$ cat config.mk
export PLATFORM = sky130hd
export DESIGN_NAME = arcoth_series_eval
export DESIGN_NICKNAME = d
export VERILOG_FILES = /design/src/acs_pkg.sv /design/src/acs_mul.sv /design/src/acs_div.sv /design/src/arcoth_series_eval.sv
export SDC_FILE = /design/constraint.sdc
export NUM_CORES = 2
export LEC_CHECK = 0
export BUFFER_PORTS_ARGS = -buffer_cell sky130_fd_sc_hd__buf_2
export CAP_MARGIN = 5
export CORE_ASPECT_RATIO = 0.9
export CORE_MARGIN = 2
export CORE_UTILIZATION = 35
export DETAILED_ROUTE_END_ITERATION = 10
export PLACE_DENSITY_LB_ADDON = 0.12
export SETUP_SLACK_MARGIN = 0.5
export SYNTH_ARGS = -nofsm -noshare
export SYNTH_HDL_FRONTEND = slang
export SYNTH_SLANG_ARGS = --single-unit
$ cat constraint.sdc
create_clock -name clk -period 12 [get_ports clk]
set_input_delay 0.6 -clock clk [delete_from_list [all_inputs] [get_ports clk]]
set_output_delay 0.6 -clock clk [all_outputs]
set_load 0.005 [all_outputs]
$ cat src/acs_pkg.sv
// package for the arcoth series evaluator
// sequencer state type, unit start struct, widths, iteration cap and fixed register indexes; no dependencies
`timescale 1ns / 1ps
`default_nettype none
package acs_pkg;
    localparam int unsigned EPS_W   = 25;
    localparam int unsigned ITER_W  = 10;
    localparam logic [ITER_W-1:0] ITER_CAP = 10'd1023;
    localparam logic [0:0] REG_EPS       = 1'b0;
    localparam logic [0:0] REG_MAX_ITERS = 1'b1;

    typedef enum logic [3:0] {
        ST_IDLE,
        ST_SQ,
        ST_SQ_W,
        ST_DIV0,
        ST_DIV0_W,
        ST_CHECK,
        ST_POW,
        ST_POW_W,
        ST_SCL,
        ST_SCL_W,
        ST_DIV,
        ST_DIV_W,
        ST_ACC,
        ST_DONE
    } state_t;

    typedef struct packed {
        logic mul_start;
        logic div_start;
    } unit_ctl_t;
endpackage
`default_nettype wire

$ cat src/acs_mul.sv
// shared saturating multiplier: (a*b) >> sh, saturated at 2^(DW-1)-1
// computed serially as 16x16 partial products; uses no package items
`timescale 1ns / 1ps
`default_nettype none
module acs_mul #(
    parameter int DW = 32
) (
    input  wire logic          clk,
    input  wire logic          rst_n,
    input  wire logic          start,
    input  wire logic [DW-1:0] a,
    input  wire logic [DW-1:0] b,
    input  wire logic [6:0]    sh,
    output logic               done,
    output logic [DW-1:0]      p
);
    // digit count rounded up to a power of two so the digit split is a mask and a shift
    localparam int NC = 1 << $clog2((DW + 15) / 16);
    localparam int PW = 2 * NC * 16;
    localparam int CW = $clog2(NC * NC + 1);
    localparam logic [DW-1:0] MAXMAG = {1'b0, {(DW-1){1'b1}}};

    logic [NC*16-1:0] a_reg, b_reg;
    logic [PW-1:0]    acc_reg;
    logic [CW-1:0]    cnt_reg;
    logic             busy_reg, fin_reg;
    logic [6:0]       sh_reg;
    logic [DW-1:0]    p_reg;

    logic [CW-1:0] ia, ib;
    logic [15:0]   da, db;
    logic [31:0]   pp;
    logic [PW-1:0] ppx, shifted;

    always_comb
    begin
        ia = cnt_reg % CW'(NC);
        ib = cnt_reg / CW'(NC);
        da = a_reg[ia*16 +: 16];
        db = b_reg[ib*16 +: 16];
        pp = da * db;
        ppx = PW'(pp) << ((ia + ib) * 16);
        shifted = acc_reg >> sh_reg;
    end

    always_ff @(posedge clk or negedge rst_n)
    begin
        if (!rst_n)
        begin
            busy_reg <= 1'b0;
            fin_reg  <= 1'b0;
            cnt_reg  <= '0;
        end
        else
        begin
            fin_reg <= 1'b0;
            if (start)
            begin
                busy_reg <= 1'b1;
                cnt_reg  <= '0;
            end
            else if (busy_reg)
            begin
                if (cnt_reg == CW'(NC * NC))
                begin
                    busy_reg <= 1'b0;
                    fin_reg  <= 1'b1;
                end
                else
                begin
                    cnt_reg <= cnt_reg + 1'b1;
                end
            end
        end
    end

    always_ff @(posedge clk)
    begin
        if (start)
        begin
            a_reg   <= (NC*16)'(a);
            b_reg   <= (NC*16)'(b);
            sh_reg  <= sh;
            acc_reg <= '0;
        end
        else if (busy_reg && cnt_reg != CW'(NC * NC))
        begin
            acc_reg <= acc_reg + ppx;
        end
        else if (busy_reg)
        begin
            p_reg <= (shifted > PW'(MAXMAG)) ? MAXMAG : shifted[DW-1:0];
        end
    end

    assign done = fin_reg;
    assign p    = p_reg;
endmodule
`default_nettype wire

$ cat src/acs_div.sv
// shared restoring divider: floor(2^(2F) / d), saturated at 2^(DW-1)-1
// one quotient bit per cycle; uses no package items
`timescale 1ns / 1ps
`default_nettype none
module acs_div #(
    parameter int DW = 32,
    parameter int FB = 24
) (
    input  wire logic          clk,
    input  wire logic          rst_n,
    input  wire logic          start,
    input  wire logic [DW-1:0] d,
    output logic               done,
    output logic [DW-1:0]      q
);
    localparam int NB = 2 * FB + 1;
    localparam int BW = $clog2(NB + 1);
    localparam logic [DW-1:0] MAXMAG = {1'b0, {(DW-1){1'b1}}};

    logic [DW:0]   rem_reg;
    logic [DW-1:0] q_reg, d_reg;
    logic [BW-1:0] cnt_reg;
    logic          busy_reg, fin_reg, sat_reg;
    logic [DW:0]   rsh;
    logic [DW:0]   qsh;

    always_comb
    begin
        rsh = {rem_reg[DW-1:0], (cnt_reg == '0)};
        qsh = {q_reg, 1'b0};
        if (rsh >= {1'b0, d_reg})
        begin
            rsh = rsh - {1'b0, d_reg};
            qsh[0] = 1'b1;
        end
    end

    always_ff @(posedge clk or negedge rst_n)
    begin
        if (!rst_n)
        begin
            busy_reg <= 1'b0;
            fin_reg  <= 1'b0;
        end
        else
        begin
            fin_reg <= 1'b0;
            if (start)
            begin
                busy_reg <= (d != '0);
                fin_reg  <= (d == '0);
            end
            else if (busy_reg && (cnt_reg == BW'(NB - 1) || sat_reg
                                  || qsh > {1'b0, MAXMAG}))
            begin
                busy_reg <= 1'b0;
                fin_reg  <= 1'b1;
            end
        end
    end

    always_ff @(posedge clk)
    begin
        if (start)
        begin
            d_reg   <= d;
            rem_reg <= '0;
            q_reg   <= '0;
            cnt_reg <= '0;
            sat_reg <= (d == '0);
        end
        else if (busy_reg)
        begin
            cnt_reg <= cnt_reg + 1'b1;
            rem_reg <= rsh;
            if (qsh > {1'b0, MAXMAG})
            begin
                sat_reg <= 1'b1;
            end
            q_reg <= qsh[DW-1:0];
        end
    end

    assign done = fin_reg;
    assign q    = sat_reg ? MAXMAG : q_reg;
endmodule
`default_nettype wire

$ cat src/arcoth_series_eval.sv
// arcoth series evaluator top level: sequencer around shared multiply and divide
// depends on acs_pkg, acs_mul, acs_div
//
//   channel | signals                        | handshake
//   input   | start, x                       | taken when start && !busy
//   result  | done, sum, iterations, limit_exceeded | one-cycle strobe on done
//   config  | cfg_we, cfg_index, cfg_data    | written when cfg_we
//
// each added term takes two multiplies, one divide and two more states;
// a zero x skips the series and goes straight to the done strobe
// a saturating quotient ends a divide early; the serial divider sets the pace
// reset restores eps=16, max_iters=1000; the result cannot be stalled
`timescale 1ns / 1ps
`default_nettype none
module arcoth_series_eval #(
    parameter int DATA_WIDTH = 32,
    parameter int FRAC_BITS  = 24
) (
    input  wire logic                  clk,
    input  wire logic                  rst_n,
    input  wire logic                  start,
    input  wire logic [DATA_WIDTH-1:0] x,
    output logic                       busy,
    output logic                       done,
    output logic [DATA_WIDTH-1:0]      sum,
    output logic [9:0]                 iterations,
    output logic                       limit_exceeded,
    input  wire logic                  cfg_we,
    input  wire logic                  cfg_index,
    input  wire logic [24:0]           cfg_data
);
    localparam int DW = DATA_WIDTH;
    localparam logic [DW-1:0] MAXMAG = {1'b0, {(DW-1){1'b1}}};

    acs_pkg::state_t state_reg, state_next;
    logic [acs_pkg::EPS_W-1:0]  eps_reg;
    logic [acs_pkg::ITER_W-1:0] maxi_reg;
    logic [DW-1:0] xm_reg, x2_reg, pw_reg, term_reg, sum_reg;
    logic          neg_reg, lim_reg, done_reg;
    logic [10:0]   n_reg;

    acs_pkg::unit_ctl_t ctl;
    logic [DW-1:0] ma, mb, mp, dd, dq;
    logic [6:0]    msh;
    logic          mdone, ddone;

    acs_mul #(.DW(DW)) u_mul (
        .clk(clk), .rst_n(rst_n), .start(ctl.mul_start),
        .a(ma), .b(mb), .sh(msh), .done(mdone), .p(mp)
    );
    acs_div #(.DW(DW), .FB(FRAC_BITS)) u_div (
        .clk(clk), .rst_n(rst_n), .start(ctl.div_start),
        .d(dd), .done(ddone), .q(dq)
    );

    logic [11:0] odd;
    logic [DW:0] sum_add;
    assign odd     = {n_reg, 1'b1};
    assign sum_add = {1'b0, sum_reg} + {1'b0, term_reg};

    always_comb
    begin
        state_next    = state_reg;
        ctl.mul_start = 1'b0;
        ctl.div_start = 1'b0;
        ma  = xm_reg;
        mb  = xm_reg;
        msh = 7'(FRAC_BITS);
        dd  = xm_reg;
        case (state_reg)
            acs_pkg::ST_IDLE:   if (start && !busy) state_next = acs_pkg::ST_SQ;
            acs_pkg::ST_SQ:
            begin
                if (xm_reg == '0)
                begin
                    state_next = acs_pkg::ST_DONE;
                end
                else
                begin
                    ctl.mul_start = 1'b1;
                    state_next = acs_pkg::ST_SQ_W;
                end
            end
            acs_pkg::ST_SQ_W:   if (mdone) state_next = acs_pkg::ST_DIV0;
            acs_pkg::ST_DIV0:
            begin
                ctl.div_start = 1'b1;
                state_next = acs_pkg::ST_DIV0_W;
            end
            acs_pkg::ST_DIV0_W: if (ddone) state_next = acs_pkg::ST_CHECK;
            acs_pkg::ST_CHECK:
            begin
                if (term_reg > DW'(eps_reg) && !lim_reg)
                    state_next = acs_pkg::ST_POW;
                else
                    state_next = acs_pkg::ST_DONE;
            end
            acs_pkg::ST_POW:
            begin
                ma = pw_reg;
                mb = x2_reg;
                ctl.mul_start = 1'b1;
                state_next = acs_pkg::ST_POW_W;
            end
            acs_pkg::ST_POW_W:  if (mdone) state_next = acs_pkg::ST_SCL;
            acs_pkg::ST_SCL:
            begin
                ma  = pw_reg;
                mb  = DW'(odd);
                msh = '0;
                ctl.mul_start = 1'b1;
                state_next = acs_pkg::ST_SCL_W;
            end
            acs_pkg::ST_SCL_W:  if (mdone) state_next = acs_pkg::ST_DIV;
            acs_pkg::ST_DIV:
            begin
                dd = mp;
                ctl.div_start = 1'b1;
                state_next = acs_pkg::ST_DIV_W;
            end
            acs_pkg::ST_DIV_W:  if (ddone) state_next = acs_pkg::ST_ACC;
            acs_pkg::ST_ACC:    state_next = acs_pkg::ST_CHECK;
            acs_pkg::ST_DONE:   state_next = acs_pkg::ST_IDLE;
            default:            state_next = acs_pkg::ST_IDLE;
        endcase
    end

    always_ff @(posedge clk or negedge rst_n)
    begin
        if (!rst_n)
        begin
            state_reg <= acs_pkg::ST_IDLE;
            eps_reg   <= 25'd16;
            maxi_reg  <= 10'd1000;
            done_reg  <= 1'b0;
        end
        else
        begin
            state_reg <= state_next;
            done_reg  <= (state_reg == acs_pkg::ST_DONE);
            if (cfg_we)
            begin
                if (cfg_index == acs_pkg::REG_EPS)
                    eps_reg <= cfg_data;
                else
                    maxi_reg <= cfg_data[9:0];
            end
        end
    end

    always_ff @(posedge clk)
    begin
        case (state_reg)
            acs_pkg::ST_IDLE:
            begin
                neg_reg <= x[DW-1];
                xm_reg  <= x[DW-1] ? (~x + 1'b1) : x;
                lim_reg <= 1'b0;
                n_reg   <= 11'd1;
            end
            acs_pkg::ST_SQ:
            begin
                if (xm_reg == '0)
                begin
                    sum_reg <= MAXMAG;
                    lim_reg <= 1'b1;
                    n_reg   <= 11'(maxi_reg) + 11'd1;
                end
                pw_reg <= xm_reg;
            end
            acs_pkg::ST_SQ_W:  if (mdone) x2_reg <= mp;
            acs_pkg::ST_DIV0_W:
            begin
                if (ddone)
                begin
                    term_reg <= dq;
                    sum_reg  <= dq;
                end
            end
            acs_pkg::ST_POW_W: if (mdone) pw_reg <= mp;
            acs_pkg::ST_DIV_W: if (ddone) term_reg <= dq;
            acs_pkg::ST_ACC:
            begin
                sum_reg <= (sum_add > {1'b0, MAXMAG}) ? MAXMAG : sum_add[DW-1:0];
                n_reg   <= n_reg + 11'd1;
                lim_reg <= (n_reg + 11'd1) > 11'(maxi_reg);
            end
            acs_pkg::ST_DONE:
            begin
                sum            <= neg_reg ? (~sum_reg + 1'b1) : sum_reg;
                iterations     <= (n_reg > 11'(acs_pkg::ITER_CAP)) ? acs_pkg::ITER_CAP
                                                                  : n_reg[9:0];
                // a zero limit is already passed by the first term
                limit_exceeded <= (n_reg > 11'(maxi_reg));
            end
            default: ;
        endcase
    end

    assign busy = (state_reg != acs_pkg::ST_IDLE);
    assign done = done_reg;

`ifndef ASSERT_OFF
    a_done_after_last: assert property (@(posedge clk) disable iff (!rst_n)
        done |-> $past(state_reg == acs_pkg::ST_DONE)) else $error("stray done");
    a_one_unit: assert property (@(posedge clk) disable iff (!rst_n)
        !(ctl.mul_start && ctl.div_start)) else $error("both units started");
    a_start_idle: assert property (@(posedge clk) disable iff (!rst_n)
        (start && !busy) |=> busy) else $error("item not taken");
`endif
endmodule
`default_nettype wire

==> impl_metrics.toml <==
[pwr]
p_int_uw = 3190
seqPwrFrac_pct = 47.4
switching_share_pct = 22.3
p_clk_share_pct = 49.8
p_leak_uw = 0.0189
p_comb_share_pct = 2.8
power_uw = 4100
p_switching_uw = 916
irDropWorstVdd_v = 0.0000779
power.density_mw_per_mm2 = 93.5

[worst_setup_path]
path_class = "reg -> reg"
critPathSlowestCell = "dfrtp_1"
cp.required_ns = 12.58
crit_top_cell = "fa_1"
crit_arrival_ns = 11.47
end_kind = "flip-flop"
worst-path-max-fanout = 24
critPathLaunchType = "flip-flop"
slowest_delay_ns = 0.62

[synthesis]
avgSynthCellArea_um2 = 9.37
yosys.area.top_type = "edfxtp_1"
yosysSeqAreaShare_pct = 36.2
synth-main-ff-cell = "edfxtp_1"
synth.ff_latch_count = 527
ys_types = 79
synthTopCellsByArea = "edfxtp_1 (26%), fa_1 (10%), ha_1 (9.0%), dfxtp_1 (6.8%), nand2_1 (5.5%)"
async_reset_ff_share_pct = 8.92
ys_warn_count = 0
synth_top_area_share_pct = 26.4
synth_edf_count = 346
syn_inst = 4207
synth_nets = 4751
synthesis.area_mm2 = 0.0394

[grt]
grt_max_degree = 73
antenna_found_initial = 6
grt_overflow = 0
grtUsageTotal_pct = 21.7
grt_pass1_wl_um = 189000
grt_pass1_vias = 29253

[place]
dpl.cell_count = 5669
numPortBuffers = 106
dpl.hpwl_um = 97900
gp_congestion = 0.921

[layout]
nets = 4806
multiInputGateArea_mm2 = 0.0232
seq_area_mm2 = 0.0143
area_delta_synth_final_pct = 11.3
instances_no_fill = 5790
mostFrequentLayoutCell = "nand2_1"
nFillCells = 11299
final_cell_mix = "nand2_1 (577), inv_1 (375), nor2_1 (354)"
drive_gt1_share_pct = 11.0

[flow_run]
drv_cap = 0

[sta]
hold_viol = 0
skew_ns = 0.0426
slew_headroom_pct = 10.6
worst_pin_slew_ns = 1.33
clock.fmax_mhz = 91.8
grt_setup_unrepaired = "no"
slew_viol_final = 0
tns_ns = 0
min_period_ns = 10.89
setup_viol = 0
finalCritPeriodShare_pct = 90.7

[routing]
ant_nets = 0
routed_wl_um = 127000
drc = 0
vias = 30853
wl_met2_um = 52900
routedWlPerCell_um = 21.9
dr.first_iter.drc_count = 2753
topRoutingLayerUsed = "met4"
wl_met3_um = 6290
wl_met1_um = 65200
vias_per_cell = 5.33
first_pass_iters = 6

[clock_tree]
cts_root_buffer = "clkbuf_16"
path_clk_slew_ns = 0.07
clock_path_buffers = 3
cts.sink_count = 527
cts_tree = "yes"
cts_hold_buf = 0
cts_buffers = 66
post_cts_buffers = 0
insertion_delay_ns = 0.65
ctsResizeCount = 0
htreeDepth = 3

[floorplanning]
coreArea_mm2 = 0.111
die_area_mm2 = 0.115
die_w_um = 358
initial_utilization_pct = 35.4
die_h_um = 322
core.rowCount = 116
io_pins = 107

[run_status]
status = "finished, final reports clean"

[hold_path]
hold_path.class = "in -> async"
## path summary, 6_finish.rpt
kind	from	endpoint	cells past startpoint	slack [ns]
setup / recovery	u_mul.cnt_reg[0]	u_mul.acc_reg[63]	37	1.11
hold / removal	rst_n	maxi_reg[2]	2	0.11
min in group clk	cfg_data[4]	eps_reg[4]	3	0.18
max in group asynchronous	rst_n	u_div.busy_reg	2	11.31
hold reg to reg	u_mul.p[3]	x2_reg[3]	0	0.48
setup reg to reg	u_mul.cnt_reg[0]	u_mul.acc_reg[63]	37	1.11
## stage by stage
| step | setup slack, ns | hold slack [ns] | cell area [um2] | util [%] |
|---|---|---|---|---|
| after floorplan | 2.11 | 0.304 | 39400 | - |
| after global placement | 0.939 | 0.463 | 41700 | 37.4 |
| after detailed placement | 0.903 | 0.465 | 41700 | 37.4 |
| after CTS | 0.870 | 0.0893 | 43900 | 39.3 |
| after global routing | 0.562 | 0.138 | 43900 | 39.4 |
| final | 1.11 | 0.113 | 43900 | 39.4 |
## synthesized netlist by cell type, types with 46 or more instances
library cell  number
mux2_2            92
nand4_1           53
xnor2_1          148
nor3_1            46
edfxtp_1         346
nand2_1          578
a21oi_1          270
or2_2             61
clkbuf_1         161
a21o_1           116
fa_1             197
mux2i_1          116
nor2_1           360
dfxtp_1          134
o21ai_0          187
xor2_1            51
inv_1            376
nand3_1           54
ha_1             285
## final cells by class
type / instances / share of cell area [%]
Clock buffer: 81 / 4.08
Multi-Input combinational cell: 3122 / 52.8
Inverter: 379 / 3.25
Timing Repair Buffer: 166 / 2.24
Clock inverter: 39 / 0.918
Sequential cell: 527 / 32.5
Antenna cell: 1 / 0.00570
Tap cell: 1475 / 4.21
## layer usage
| layer | vias to the layer above | GRT usage, % |
|---|---|---|
| li1 | 14736 | - |
| met1 | 15173 | 34.2 |
| met2 | 813 | 31.5 |
| met3 | 131 | 2.73 |
| met4 | 0 | 4.21 |
| met5 | - | 0 |
## kinds of logic (layout without fill, tap and decap cells)
kind of cell,Yosys count,in the layout,synth area share (%)
simple gates,1377,1377,15.9
compound gates,855,855,13.6
buf+inv,558,665,5.33
flops,527,527,36.2
fa+ha+maj,482,482,19.1
mux,208,208,5.57
xor+xnor,199,199,4.42
other cells,1,2,0.00951
## power groups by stage
stage	clock network [uW]	registers (uW)	logic [uW]
floorplan	0	1980	75.0
global placement	0	1980	113
detailed placement	0	1980	115
CTS	2100	1940	116
global route	2160	1950	132
finish	2040	1950	115
## critical path: cells and delay by family (launching register included)
family | cells | cell delay (ns)
buf+inv | 5 | 0.64
mux | 2 | 1.00
simple gates | 7 | 1.40
compound gates | 15 | 3.29
fa+ha+maj | 8 | 3.87
flops | 1 | 0.62
(Power assumes the default switching activity.)
